<file path="src/hw/rtl/ajps_pkg.sv">
// shared types, constants and helper functions for the arm jog and pose sequencer
package ajps_pkg;

	// configuration register indexes
	localparam logic [1:0] CFG_DEAD_ZONE     = 2'd0;
	localparam logic [1:0] CFG_POSE_INTERVAL = 2'd1;
	localparam logic [1:0] CFG_GRIP_STEP     = 2'd2;

	// configuration reset values
	localparam logic [6:0]  DEAD_ZONE_RST     = 7'd10;
	localparam logic [15:0] POSE_INTERVAL_RST = 16'd400;
	localparam logic [3:0]  GRIP_STEP_RST     = 4'd2;

	// button bit positions
	localparam int BTN_GRAB = 0;
	localparam int BTN_OPEN = 1;
	localparam int BTN_PICK = 2;
	localparam int BTN_DROP = 3;
	localparam int BTN_STOP = 4;

	// h-bridge direction codes
	localparam logic [3:0] BRIDGE_OFF   = 4'h0;
	localparam logic [3:0] BRIDGE_FWD   = 4'h5;
	localparam logic [3:0] BRIDGE_BACK  = 4'hA;
	localparam logic [3:0] BRIDGE_RIGHT = 4'h9;
	localparam logic [3:0] BRIDGE_LEFT  = 4'h6;

	localparam logic signed [7:0] DRIVE_THRESH = 8'sd20;
	localparam logic [6:0] SLIDER_MAX = 7'd100;
	localparam logic [9:0] DUTY_BASE  = 10'd80;

	// joint limits and reset positions
	localparam logic [7:0] JOINT_RST    = 8'd90;
	localparam logic [6:0] GRIP_RST     = 7'd30;
	localparam logic [7:0] BASE_MAX     = 8'd180;
	localparam logic [7:0] SHOULDER_MIN = 8'd30;
	localparam logic [7:0] SHOULDER_MAX = 8'd150;
	localparam logic [7:0] ELBOW_MAX    = 8'd170;
	localparam logic [7:0] WRIST_MAX    = 8'd180;
	localparam logic [7:0] GRIP_MIN     = 8'd30;
	localparam logic [7:0] GRIP_MAX     = 8'd120;
	localparam logic [7:0] ANGLE_MIN    = 8'd0;

	// sequence poses
	localparam logic signed [9:0] PICK0_SHOULDER = 10'sd120;
	localparam logic signed [9:0] PICK0_ELBOW    = 10'sd60;
	localparam logic signed [9:0] PICK0_WRIST    = 10'sd80;
	localparam logic signed [9:0] PICK1_SHOULDER = 10'sd140;
	localparam logic signed [9:0] PICK1_ELBOW    = 10'sd40;
	localparam logic signed [9:0] GRIP_CLOSED    = 10'sd120;
	localparam logic signed [9:0] GRIP_OPENED    = 10'sd30;
	localparam logic signed [9:0] HOME_ANGLE     = 10'sd90;
	localparam logic signed [9:0] DROP0_SHOULDER = 10'sd110;
	localparam logic signed [9:0] DROP0_ELBOW    = 10'sd60;
	localparam logic signed [9:0] DROP0_WRIST    = 10'sd70;

	typedef struct packed {
		logic signed [7:0] drive_front_back;
		logic signed [7:0] drive_left_right;
		logic signed [7:0] base_stick;
		logic signed [7:0] shoulder_stick;
		logic signed [7:0] elbow_stick;
		logic signed [7:0] wrist_stick;
		logic [4:0]        buttons;
		logic [6:0]        speed_slider;
		logic [31:0]       now_ms;
	} frame_t;

	typedef struct packed {
		logic [7:0] base_angle;
		logic [7:0] shoulder_angle;
		logic [7:0] elbow_angle;
		logic [7:0] wrist_angle;
		logic [6:0] grip_angle;
		logic [3:0] bridge_bits;
		logic [7:0] drive_duty;
		logic       pick_busy;
		logic       drop_busy;
	} result_t;

	typedef struct packed {
		logic [6:0]  dead_zone;
		logic [15:0] pose_interval_ms;
		logic [3:0]  grip_step;
	} cfg_t;

	// joint jog amount: stick/20 toward zero, zero inside the dead zone
	function automatic logic signed [3:0] jog_delta(input logic signed [7:0] stick,
			input logic [6:0] dz);
		logic [7:0] u;
		logic [7:0] mag;
		logic [2:0] q;
		logic signed [3:0] d;
		u = stick;
		mag = stick[7] ? (~u + 8'd1) : u;
		if (mag >= 8'd120) q = 3'd6;
		else if (mag >= 8'd100) q = 3'd5;
		else if (mag >= 8'd80) q = 3'd4;
		else if (mag >= 8'd60) q = 3'd3;
		else if (mag >= 8'd40) q = 3'd2;
		else if (mag >= 8'd20) q = 3'd1;
		else q = 3'd0;
		d = stick[7] ? -signed'({1'b0, q}) : signed'({1'b0, q});
		if (mag <= {1'b0, dz}) d = 4'sd0;
		return d;
	endfunction

	// clamp a working angle into lo..hi
	function automatic logic [7:0] clamp_angle(input logic signed [9:0] v,
			input logic [7:0] lo, input logic [7:0] hi);
		logic [7:0] r;
		if (v < signed'({2'b00, lo})) r = lo;
		else if (v > signed'({2'b00, hi})) r = hi;
		else r = v[7:0];
		return r;
	endfunction

endpackage

</file>
<file path="src/hw/rtl/ajps_if.sv">
// frame and result channel interfaces with valid/ready handshake

interface ajps_frame_if;
	logic              valid;
	logic              ready;
	logic signed [7:0] drive_front_back;
	logic signed [7:0] drive_left_right;
	logic signed [7:0] base_stick;
	logic signed [7:0] shoulder_stick;
	logic signed [7:0] elbow_stick;
	logic signed [7:0] wrist_stick;
	logic [4:0]        buttons;
	logic [6:0]        speed_slider;
	logic [31:0]       now_ms;

	modport source (output valid, drive_front_back, drive_left_right, base_stick,
		shoulder_stick, elbow_stick, wrist_stick, buttons, speed_slider, now_ms,
		input ready);
	modport sink (input valid, drive_front_back, drive_left_right, base_stick,
		shoulder_stick, elbow_stick, wrist_stick, buttons, speed_slider, now_ms,
		output ready);
endinterface

interface ajps_result_if;
	logic       valid;
	logic       ready;
	logic [7:0] base_angle;
	logic [7:0] shoulder_angle;
	logic [7:0] elbow_angle;
	logic [7:0] wrist_angle;
	logic [6:0] grip_angle;
	logic [3:0] bridge_bits;
	logic [7:0] drive_duty;
	logic       pick_busy;
	logic       drop_busy;

	modport source (output valid, base_angle, shoulder_angle, elbow_angle, wrist_angle,
		grip_angle, bridge_bits, drive_duty, pick_busy, drop_busy, input ready);
	modport sink (input valid, base_angle, shoulder_angle, elbow_angle, wrist_angle,
		grip_angle, bridge_bits, drive_duty, pick_busy, drop_busy, output ready);
endinterface

</file>
<file path="src/hw/rtl/ajps_cfg.sv">
// configuration register file: dead zone, pose interval, grip step
module ajps_cfg (
	input  logic              clk,
	input  logic              arst_n,
	input  logic              cfg_we,
	input  logic [1:0]        cfg_index,
	input  logic [15:0]       cfg_wdata,
	output ajps_pkg::cfg_t    cfg
);

	ajps_pkg::cfg_t cfg_q;

	// register writes, unknown indexes dropped
	always_ff @(posedge clk or negedge arst_n) begin
		if (!arst_n) begin
			cfg_q.dead_zone        <= ajps_pkg::DEAD_ZONE_RST;
			cfg_q.pose_interval_ms <= ajps_pkg::POSE_INTERVAL_RST;
			cfg_q.grip_step        <= ajps_pkg::GRIP_STEP_RST;
		end else if (cfg_we) begin
			case (cfg_index)
				ajps_pkg::CFG_DEAD_ZONE:     cfg_q.dead_zone        <= cfg_wdata[6:0];
				ajps_pkg::CFG_POSE_INTERVAL: cfg_q.pose_interval_ms <= cfg_wdata;
				ajps_pkg::CFG_GRIP_STEP:     cfg_q.grip_step        <= cfg_wdata[3:0];
				default: ;
			endcase
		end
	end

	assign cfg = cfg_q;

endmodule

</file>
<file path="src/hw/rtl/ajps_core.sv">
// arm state registers and the single-pass step logic for one frame
module ajps_core #(
	parameter int TIME_BITS = 32
) (
	input  logic               clk,
	input  logic               arst_n,
	input  logic               step_en,
	input  ajps_pkg::frame_t   frame_s1,
	input  ajps_pkg::cfg_t     cfg,
	output ajps_pkg::result_t  res_next
);

	// arm and sequence state
	logic [7:0]           base_q, shoulder_q, elbow_q, wrist_q;
	logic [6:0]           grip_q;
	logic                 pick_q, drop_q;
	logic [1:0]           idx_q;
	logic [TIME_BITS-1:0] start_q;
	logic [7:0]           held_duty_q;

	// working values for this frame
	logic signed [9:0]    base_w, sh_w, el_w, wr_w, gr_w;
	logic                 pick_w, drop_w;
	logic [1:0]           idx_w;
	logic [TIME_BITS-1:0] start_w;
	logic [3:0]           bits_w;
	logic [7:0]           duty_w;
	logic [6:0]           slider_w;
	logic [9:0]           slider_x7;
	logic [63:0]          now_ext;
	logic [TIME_BITS-1:0] now_w;
	logic [TIME_BITS-1:0] ivl_w;
	logic [7:0]           base_c, sh_c, el_c, wr_c, gr_c;

	assign now_ext   = {32'd0, frame_s1.now_ms};
	assign now_w     = now_ext[TIME_BITS-1:0];
	assign ivl_w     = TIME_BITS'(cfg.pose_interval_ms);
	assign slider_w  = (frame_s1.speed_slider > ajps_pkg::SLIDER_MAX) ?
		ajps_pkg::SLIDER_MAX : frame_s1.speed_slider;
	// slider*175/100 is exactly 7*slider/4
	assign slider_x7 = ({3'd0, slider_w} << 3) - {3'd0, slider_w};

	// drive decode, jog, gripper and pose sequencing
	always_comb begin
		bits_w = ajps_pkg::BRIDGE_OFF;
		duty_w = held_duty_q;
		if (!frame_s1.buttons[ajps_pkg::BTN_STOP]) begin
			if (frame_s1.drive_front_back > ajps_pkg::DRIVE_THRESH)
				bits_w = ajps_pkg::BRIDGE_FWD;
			else if (frame_s1.drive_front_back < -ajps_pkg::DRIVE_THRESH)
				bits_w = ajps_pkg::BRIDGE_BACK;
			else if (frame_s1.drive_left_right > ajps_pkg::DRIVE_THRESH)
				bits_w = ajps_pkg::BRIDGE_RIGHT;
			else if (frame_s1.drive_left_right < -ajps_pkg::DRIVE_THRESH)
				bits_w = ajps_pkg::BRIDGE_LEFT;
			duty_w = 8'(ajps_pkg::DUTY_BASE + (slider_x7 >> 2));
		end

		base_w = signed'({2'b00, base_q})
			+ 10'(ajps_pkg::jog_delta(frame_s1.base_stick, cfg.dead_zone));
		sh_w   = signed'({2'b00, shoulder_q})
			+ 10'(ajps_pkg::jog_delta(frame_s1.shoulder_stick, cfg.dead_zone));
		el_w   = signed'({2'b00, elbow_q})
			+ 10'(ajps_pkg::jog_delta(frame_s1.elbow_stick, cfg.dead_zone));
		wr_w   = signed'({2'b00, wrist_q})
			+ 10'(ajps_pkg::jog_delta(frame_s1.wrist_stick, cfg.dead_zone));

		gr_w = signed'({3'b000, grip_q});
		if (frame_s1.buttons[ajps_pkg::BTN_GRAB])
			gr_w = gr_w + signed'({6'd0, cfg.grip_step});
		if (frame_s1.buttons[ajps_pkg::BTN_OPEN])
			gr_w = gr_w - signed'({6'd0, cfg.grip_step});

		pick_w  = pick_q;
		drop_w  = drop_q;
		idx_w   = idx_q;
		start_w = start_q;

		// sequence start; drop wins when both are pressed
		if (frame_s1.buttons[ajps_pkg::BTN_PICK] && !pick_w) begin
			pick_w  = 1'b1;
			drop_w  = 1'b0;
			idx_w   = 2'd0;
			start_w = now_w;
		end
		if (frame_s1.buttons[ajps_pkg::BTN_DROP] && !drop_w) begin
			drop_w  = 1'b1;
			pick_w  = 1'b0;
			idx_w   = 2'd0;
			start_w = now_w;
		end

		// pick poses
		if (pick_w && ((now_w - start_w) >= ivl_w)) begin
			start_w = now_w;
			case (idx_w)
				2'd0: begin
					sh_w = ajps_pkg::PICK0_SHOULDER;
					el_w = ajps_pkg::PICK0_ELBOW;
					wr_w = ajps_pkg::PICK0_WRIST;
				end
				2'd1: begin
					sh_w = ajps_pkg::PICK1_SHOULDER;
					el_w = ajps_pkg::PICK1_ELBOW;
				end
				2'd2: gr_w = ajps_pkg::GRIP_CLOSED;
				default: begin
					sh_w   = ajps_pkg::HOME_ANGLE;
					el_w   = ajps_pkg::HOME_ANGLE;
					pick_w = 1'b0;
				end
			endcase
			idx_w = idx_w + 2'd1;
		end

		// drop poses
		if (drop_w && ((now_w - start_w) >= ivl_w)) begin
			start_w = now_w;
			case (idx_w)
				2'd0: begin
					sh_w  = ajps_pkg::DROP0_SHOULDER;
					el_w  = ajps_pkg::DROP0_ELBOW;
					wr_w  = ajps_pkg::DROP0_WRIST;
					idx_w = 2'd1;
				end
				2'd1: begin
					gr_w  = ajps_pkg::GRIP_OPENED;
					idx_w = 2'd2;
				end
				2'd2: begin
					sh_w   = ajps_pkg::HOME_ANGLE;
					el_w   = ajps_pkg::HOME_ANGLE;
					drop_w = 1'b0;
					idx_w  = 2'd0;
				end
				default: idx_w = 2'd0;
			endcase
		end
	end

	// joint limits
	assign base_c = ajps_pkg::clamp_angle(base_w, ajps_pkg::ANGLE_MIN, ajps_pkg::BASE_MAX);
	assign sh_c   = ajps_pkg::clamp_angle(sh_w, ajps_pkg::SHOULDER_MIN,
		ajps_pkg::SHOULDER_MAX);
	assign el_c   = ajps_pkg::clamp_angle(el_w, ajps_pkg::ANGLE_MIN, ajps_pkg::ELBOW_MAX);
	assign wr_c   = ajps_pkg::clamp_angle(wr_w, ajps_pkg::ANGLE_MIN, ajps_pkg::WRIST_MAX);
	assign gr_c   = ajps_pkg::clamp_angle(gr_w, ajps_pkg::GRIP_MIN, ajps_pkg::GRIP_MAX);

	always_comb begin
		res_next.base_angle     = base_c;
		res_next.shoulder_angle = sh_c;
		res_next.elbow_angle    = el_c;
		res_next.wrist_angle    = wr_c;
		res_next.grip_angle     = gr_c[6:0];
		res_next.bridge_bits    = bits_w;
		res_next.drive_duty     = duty_w;
		res_next.pick_busy      = pick_w;
		res_next.drop_busy      = drop_w;
	end

	// state update once per frame
	always_ff @(posedge clk or negedge arst_n) begin
		if (!arst_n) begin
			base_q      <= ajps_pkg::JOINT_RST;
			shoulder_q  <= ajps_pkg::JOINT_RST;
			elbow_q     <= ajps_pkg::JOINT_RST;
			wrist_q     <= ajps_pkg::JOINT_RST;
			grip_q      <= ajps_pkg::GRIP_RST;
			pick_q      <= 1'b0;
			drop_q      <= 1'b0;
			idx_q       <= 2'd0;
			start_q     <= '0;
			held_duty_q <= 8'd0;
		end else if (step_en) begin
			base_q      <= base_c;
			shoulder_q  <= sh_c;
			elbow_q     <= el_c;
			wrist_q     <= wr_c;
			grip_q      <= gr_c[6:0];
			pick_q      <= pick_w;
			drop_q      <= drop_w;
			idx_q       <= idx_w;
			start_q     <= start_w;
			held_duty_q <= duty_w;
		end
	end

endmodule

</file>
<file path="src/hw/rtl/arm_jog_and_pose_sequencer_top.sv">
// Arm jog and pose sequencer: one remote-control frame in, one servo/drive result out.
// A frame is registered on acceptance, processed in a single pass against the arm
// state, and its result is held in an output register; a frame passes the input register
// and then the output register, and one frame is taken every clock while the result port
// takes each result, set by the state registers updating as each result is registered.
// The frame port keeps accepting while a result waits, up to one frame in the input
// register. Configuration is a plain write port (cfg_we, cfg_index, cfg_wdata) with no
// read-back; write it only while no frame is in flight.
module arm_jog_and_pose_sequencer_top #(
	parameter int TIME_BITS = 32
) (
	input  logic                 clk,
	input  logic                 arst_n,
	ajps_frame_if.sink           frame,
	ajps_result_if.source        result,
	input  logic                 cfg_we,
	input  logic [1:0]           cfg_index,
	input  logic [15:0]          cfg_wdata
);

	ajps_pkg::cfg_t    cfg;
	ajps_pkg::frame_t  frame_s1;
	logic              valid_s1;
	ajps_pkg::result_t res_next;
	ajps_pkg::result_t res_q;
	logic              res_valid_q;
	logic              advance;
	logic              take;

	ajps_cfg u_cfg (
		.clk       (clk),
		.arst_n    (arst_n),
		.cfg_we    (cfg_we),
		.cfg_index (cfg_index),
		.cfg_wdata (cfg_wdata),
		.cfg       (cfg)
	);

	ajps_core #(.TIME_BITS(TIME_BITS)) u_core (
		.clk      (clk),
		.arst_n   (arst_n),
		.step_en  (advance),
		.frame_s1 (frame_s1),
		.cfg      (cfg),
		.res_next (res_next)
	);

	// pipeline handshake
	assign advance     = valid_s1 && (!res_valid_q || result.ready);
	assign frame.ready = !valid_s1 || advance;
	assign take        = frame.valid && frame.ready;

	always_ff @(posedge clk or negedge arst_n) begin
		if (!arst_n) begin
			valid_s1    <= 1'b0;
			res_valid_q <= 1'b0;
		end else begin
			if (take)
				valid_s1 <= 1'b1;
			else if (advance)
				valid_s1 <= 1'b0;
			if (advance)
				res_valid_q <= 1'b1;
			else if (result.ready)
				res_valid_q <= 1'b0;
		end
	end

	// input and result payload registers
	always_ff @(posedge clk) begin
		if (take) begin
			frame_s1.drive_front_back <= frame.drive_front_back;
			frame_s1.drive_left_right <= frame.drive_left_right;
			frame_s1.base_stick       <= frame.base_stick;
			frame_s1.shoulder_stick   <= frame.shoulder_stick;
			frame_s1.elbow_stick      <= frame.elbow_stick;
			frame_s1.wrist_stick      <= frame.wrist_stick;
			frame_s1.buttons          <= frame.buttons;
			frame_s1.speed_slider     <= frame.speed_slider;
			frame_s1.now_ms           <= frame.now_ms;
		end
		if (advance)
			res_q <= res_next;
	end

	assign result.valid          = res_valid_q;
	assign result.base_angle     = res_q.base_angle;
	assign result.shoulder_angle = res_q.shoulder_angle;
	assign result.elbow_angle    = res_q.elbow_angle;
	assign result.wrist_angle    = res_q.wrist_angle;
	assign result.grip_angle     = res_q.grip_angle;
	assign result.bridge_bits    = res_q.bridge_bits;
	assign result.drive_duty     = res_q.drive_duty;
	assign result.pick_busy      = res_q.pick_busy;
	assign result.drop_busy      = res_q.drop_busy;

endmodule

</file>
<file path="src/flat_wrapper.sv">
// flat-port wrapper written by rule: the top's interface ports become plain ports
module arm_jog_and_pose_sequencer_top_flat 
#(
	parameter int TIME_BITS = 32
)
  (clk, arst_n, cfg_we, cfg_index, cfg_wdata, frame_valid, frame_drive_front_back, frame_drive_left_right, frame_base_stick, frame_shoulder_stick, frame_elbow_stick, frame_wrist_stick, frame_buttons, frame_speed_slider, frame_now_ms, frame_ready, result_valid, result_base_angle, result_shoulder_angle, result_elbow_angle, result_wrist_angle, result_grip_angle, result_bridge_bits, result_drive_duty, result_pick_busy, result_drop_busy, result_ready);
  ajps_frame_if frame_i ();
  ajps_result_if result_i ();
  input  logic clk;
  input  logic arst_n;
  input  logic cfg_we;
  input  logic [1:0] cfg_index;
  input  logic [15:0] cfg_wdata;
  input wire logic [$bits(frame_i.valid)-1:0] frame_valid;
  input wire logic [$bits(frame_i.drive_front_back)-1:0] frame_drive_front_back;
  input wire logic [$bits(frame_i.drive_left_right)-1:0] frame_drive_left_right;
  input wire logic [$bits(frame_i.base_stick)-1:0] frame_base_stick;
  input wire logic [$bits(frame_i.shoulder_stick)-1:0] frame_shoulder_stick;
  input wire logic [$bits(frame_i.elbow_stick)-1:0] frame_elbow_stick;
  input wire logic [$bits(frame_i.wrist_stick)-1:0] frame_wrist_stick;
  input wire logic [$bits(frame_i.buttons)-1:0] frame_buttons;
  input wire logic [$bits(frame_i.speed_slider)-1:0] frame_speed_slider;
  input wire logic [$bits(frame_i.now_ms)-1:0] frame_now_ms;
  output wire logic [$bits(frame_i.ready)-1:0] frame_ready;
  output wire logic [$bits(result_i.valid)-1:0] result_valid;
  output wire logic [$bits(result_i.base_angle)-1:0] result_base_angle;
  output wire logic [$bits(result_i.shoulder_angle)-1:0] result_shoulder_angle;
  output wire logic [$bits(result_i.elbow_angle)-1:0] result_elbow_angle;
  output wire logic [$bits(result_i.wrist_angle)-1:0] result_wrist_angle;
  output wire logic [$bits(result_i.grip_angle)-1:0] result_grip_angle;
  output wire logic [$bits(result_i.bridge_bits)-1:0] result_bridge_bits;
  output wire logic [$bits(result_i.drive_duty)-1:0] result_drive_duty;
  output wire logic [$bits(result_i.pick_busy)-1:0] result_pick_busy;
  output wire logic [$bits(result_i.drop_busy)-1:0] result_drop_busy;
  input wire logic [$bits(result_i.ready)-1:0] result_ready;
  assign frame_i.valid = frame_valid;
  assign frame_i.drive_front_back = frame_drive_front_back;
  assign frame_i.drive_left_right = frame_drive_left_right;
  assign frame_i.base_stick = frame_base_stick;
  assign frame_i.shoulder_stick = frame_shoulder_stick;
  assign frame_i.elbow_stick = frame_elbow_stick;
  assign frame_i.wrist_stick = frame_wrist_stick;
  assign frame_i.buttons = frame_buttons;
  assign frame_i.speed_slider = frame_speed_slider;
  assign frame_i.now_ms = frame_now_ms;
  assign frame_ready = frame_i.ready;
  assign result_valid = result_i.valid;
  assign result_base_angle = result_i.base_angle;
  assign result_shoulder_angle = result_i.shoulder_angle;
  assign result_elbow_angle = result_i.elbow_angle;
  assign result_wrist_angle = result_i.wrist_angle;
  assign result_grip_angle = result_i.grip_angle;
  assign result_bridge_bits = result_i.bridge_bits;
  assign result_drive_duty = result_i.drive_duty;
  assign result_pick_busy = result_i.pick_busy;
  assign result_drop_busy = result_i.drop_busy;
  assign result_i.ready = result_ready;
  arm_jog_and_pose_sequencer_top #(.TIME_BITS(TIME_BITS)) u_core (.clk(clk), .arst_n(arst_n), .frame(frame_i), .result(result_i), .cfg_we(cfg_we), .cfg_index(cfg_index), .cfg_wdata(cfg_wdata));
endmodule
</file>
<file path="config.mk">
export PLATFORM = sky130hd
export DESIGN_NAME = arm_jog_and_pose_sequencer_top_flat
export DESIGN_NICKNAME = d
export VERILOG_FILES = /design/src/hw/rtl/ajps_pkg.sv /design/src/hw/rtl/ajps_if.sv /design/src/hw/rtl/ajps_cfg.sv /design/src/hw/rtl/ajps_core.sv /design/src/hw/rtl/arm_jog_and_pose_sequencer_top.sv /design/src/flat_wrapper.sv
export SDC_FILE = /design/constraint.sdc
export NUM_CORES = 1
export LEC_CHECK = 0
export BUFFER_PORTS_ARGS = -buffer_cell sky130_fd_sc_hd__buf_2
export CAP_MARGIN = 20
export CELL_PAD_IN_SITES_DETAIL_PLACEMENT = 0
export CELL_PAD_IN_SITES_GLOBAL_PLACEMENT = 1
export CORE_MARGIN = 2
export CORE_UTILIZATION = 47
export CTS_CLUSTER_SIZE = 30
export DETAILED_ROUTE_END_ITERATION = 16
export PLACE_DENSITY = 0.82
export REMOVE_ABC_BUFFERS = 1
export SLEW_MARGIN = 10
export SYNTH_ARGS = -nofsm -noshare
export SYNTH_HDL_FRONTEND = slang
export SYNTH_SLANG_ARGS = --single-unit
</file>
<file path="constraint.sdc">
create_clock -name clk -period 13.61 [get_ports clk]
set_clock_uncertainty 0.15 [all_clocks]
set_input_delay 0.6805 -clock clk [delete_from_list [all_inputs] [get_ports clk]]
set_output_delay 0.6805 -clock clk [all_outputs]
set_load 0.01 [all_outputs]
</file>
==> qor.txt <==
htree depth = 1
Max-slew headroom = 0.3423
Crit Reg-Reg Startpoint = u_core.frame_s1[41]
vias in the first global route = 16,870
failing checks = negative hold slack
Post-Syn Area = 0.01997 mm2
syn avg cell area = 8.965 um2
Seq cells post-synth = 257
worst slew pin tran = 0.9790 ns
ANT nets after route = 0
Vias = 17,310
DP Wirelength = 45,080 um
synthesis-to-finish area growth = 12.00%
internal power = 2.583 mW
Inserted Clock Buffers = 30
Die W = 210.2 um
Worst setup startpoint = u_core.frame_s1[41]
Synth Warn # = 0
share of layout cells above drive strength 1 = 0.1564
Post-Syn Instances = 2,228
Comb power frac = 0.560
Net Sw Frac = 0.4434
global-route usage over all layers = 0.2623
WP data required = 13.97 ns
Final Util = 0.5333
iteration count of the initial detailed-routing pass = 6
Peak VDD IR = 148.4 uV
clock buffer depth = 3
clock slew seen by the registers of the worst setup and hold paths = 0.06 ns
commonest non-fill, non-tap cell in the layout = nand2_1
slowest CP cell = or4b_4
DRC Markers = 0
Avg WL per Cell = 19.89 um
crit path max fanout = 26
Pwr Density = 207.5 mW/mm2
Crit. End Element = flip-flop
Seq/Total Area, Yosys = 0.3599
Fillers = 3,897
fin worst setup slack = 1.212 ns
routability cong. = 0.9643
final setup fails = 0
placed insts = 2,873
full die area = 0.04416 mm2
final period utilization = 0.9110
DRT iter0 DRCs = 1,176
fin nets = 2,651
Hold-fix buffers, CTS = 0
Hold Path Class = input port to async pin
top_reg_cell synth = edfxtp_1
Fmax achieved = 0.08066 GHz
Yosys cell types = 99
sw power = 2.058 mW
vias per cell = 5.902
RSZ-0062 raised after global routing = no
Post-DP Area = 0.02130 mm2
Startpoint Class = flip-flop
worst skew pair latency = 0.62 ns
initial antenna violation count = 2
post-place setup slack = 0.7741 ns
row count = 75
setup_tns = 0 ns
die height = 210.2 um
status = complete, but fails checks
EDFF count, synth = 145
Finished Cell Area = 0.02237 mm2
IO buf count = 169
commonest non-fill, non-tap cells in the layout = 256 x nand2_1, 189 x a21oi_1, 168 x buf_2
Tot Pwr = 4.641 mW
CTS root buffer = clkbuf_16
Routed WL = 58,330 um
largest net degree at the start of global routing = 73
CP peak stage delay = 0.57 ns
Final Hold Viols = 1
core area = 0.04195 mm2
clock network fraction of design power = 0.183
Seq pwr share = 0.257
WP data arrival = 12.76 ns
Non-Filler Instances = 2,932
fraction of registers with async set/reset = 0.4358
GRT overflow = 0
CTS tree = built
first-pass GRT wire length = 92,130 um
max-cap viol count = 0
most frequent CP cell = ha_1
leakage = 9.809 nW
WHS = -0.004047 ns
Tmin final = 12.40 ns
Starting Density = 0.4762
Top Ports = 170
kind of critical path = flip-flop to flip-flop
Slew Limit Fails = 0
CTS sink cnt = 257
==> worst max-delay path, delay by kind of cell, from the launching register on <==
| family | cells | cell delay (ns) |
|---|---|---|
| compound gates | 19 | 4.14 |
| xor+xnor | 2 | 0.34 |
| fa+ha+maj | 6 | 1.71 |
| buf+inv | 5 | 1.03 |
| flops | 1 | 0.41 |
| mux | 2 | 0.64 |
| simple gates | 21 | 3.89 |
==> worst paths after layout <==
path / slack [ns] / to / depth (start not counted)
hold / removal: -0.004 / u_core.u_core.start_q[31] / 1
setup / recovery: 1.21 / u_core.u_core.start_q[13] / 55
max in group asynchronous: 11.99 / u_core.u_core.start_q[27] / 2
setup reg to reg: 1.21 / u_core.u_core.start_q[13] / 55
hold reg to reg: 0.32 / u_core.u_core.start_q[25] / 2
min in group clk: 0.09 / u_core.frame_s1[35] / 1
==> metal layers <==
metal	global-route usage	part of all wire
met5	0	0
met4	0.08486	0.035
met3	0.03754	0.054
met2	0.4578	0.48
met1	0.3350	0.43
==> cell type report <==
class / instances / area, um2 / area share
clock buffers: 38 / 820.8 / 0.03669
well taps: 539 / 674.4 / 0.03015
multi-input cells: 1739 / 11890 / 0.5313
inverters: 151 / 569.3 / 0.02545
flip-flops and latches: 257 / 7189 / 0.3214
diodes: 2 / 5.005 / 0.0002237
clock inverters: 18 / 235.2 / 0.01052
repair buffers: 188 / 991.0 / 0.04430
==> state kept, by name (all words and copies together) (netlist names), 4 cells and up <==
name and count:
u_core.frame_s1 92, u_core.result.base_angle 8, u_core.result.bridge_bits 4, u_core.result.drive_duty 8, u_core.result.elbow_angle 8, u_core.result.grip_angle 7
u_core.result.shoulder_angle 8, u_core.result.wrist_angle 8, u_core.u_cfg.cfg 27, u_core.u_core.base_q 8, u_core.u_core.elbow_q 8, u_core.u_core.grip_q 7
u_core.u_core.held_duty_q 8, u_core.u_core.shoulder_q 8, u_core.u_core.start_q 32, u_core.u_core.wrist_q 8
==> kinds of logic after synthesis <==
logic type | synth area share
multiplexers | 0.05080
XOR/XNOR | 0.04736
buffers and inverters | 0.04560
AO/OA/AOI/OAI | 0.2117
flip-flops | 0.3599
AND/OR/NAND/NOR | 0.1694
adder cells (fa/ha/maj) | 0.1152
==> cells in the mapped netlist, types with 10 or more instances <==
| master | count | area (um2) |
|---|---|---|
| a211oi_1 | 22 | 165.2 |
| a21o_1 | 60 | 450.4 |
| a21oi_1 | 189 | 945.9 |
| a31oi_1 | 19 | 118.9 |
| and2_1 | 18 | 112.6 |
| and3_1 | 21 | 131.4 |
| buf_1 | 10 | 37.54 |
| buf_2 | 16 | 80.08 |
| clkbuf_1 | 50 | 187.7 |
| dfrtp_1 | 86 | 2152 |
| dfstp_2 | 26 | 683.2 |
| edfxtp_1 | 145 | 4354 |
| ha_1 | 163 | 2039 |
| inv_1 | 150 | 563.0 |
| maj3_1 | 13 | 130.1 |
| mux2_2 | 63 | 709.4 |
| mux2i_1 | 26 | 260.3 |
| nand2_1 | 257 | 964.7 |
| nand2b_1 | 41 | 256.5 |
| nand3_1 | 43 | 215.2 |
| nand4_1 | 19 | 118.9 |
| nor2_1 | 159 | 596.8 |
| nor2b_1 | 30 | 187.7 |
| nor3_1 | 38 | 190.2 |
| o211ai_1 | 10 | 75.07 |
| o21a_1 | 28 | 210.2 |
| o21ai_0 | 145 | 725.7 |
| o21bai_1 | 21 | 157.7 |
| o22ai_1 | 12 | 75.07 |
| o31ai_1 | 24 | 180.2 |
| or3_1 | 26 | 162.7 |
| xnor2_1 | 69 | 604.3 |
| xor2_1 | 39 | 341.6 |
==> what timing repair did <==
item,CTS,global route
setup buffers,0,1
endpoints found under the hold margin,0,0
endpoints found under the setup margin,0,61
resized for setup,0,1
==> power groups by stage <==
stage / sequential, mW / clock [mW] / combinational, mW
after floorplan: 1.20 / 0 / 1.83
after global routing: 1.22 / 0.904 / 2.87
after detailed placement: 1.21 / 0 / 2.55
final: 1.19 / 0.849 / 2.60
after global placement: 1.20 / 0 / 2.52
after CTS: 1.20 / 0.873 / 2.57
(Power assumes the default switching activity.)
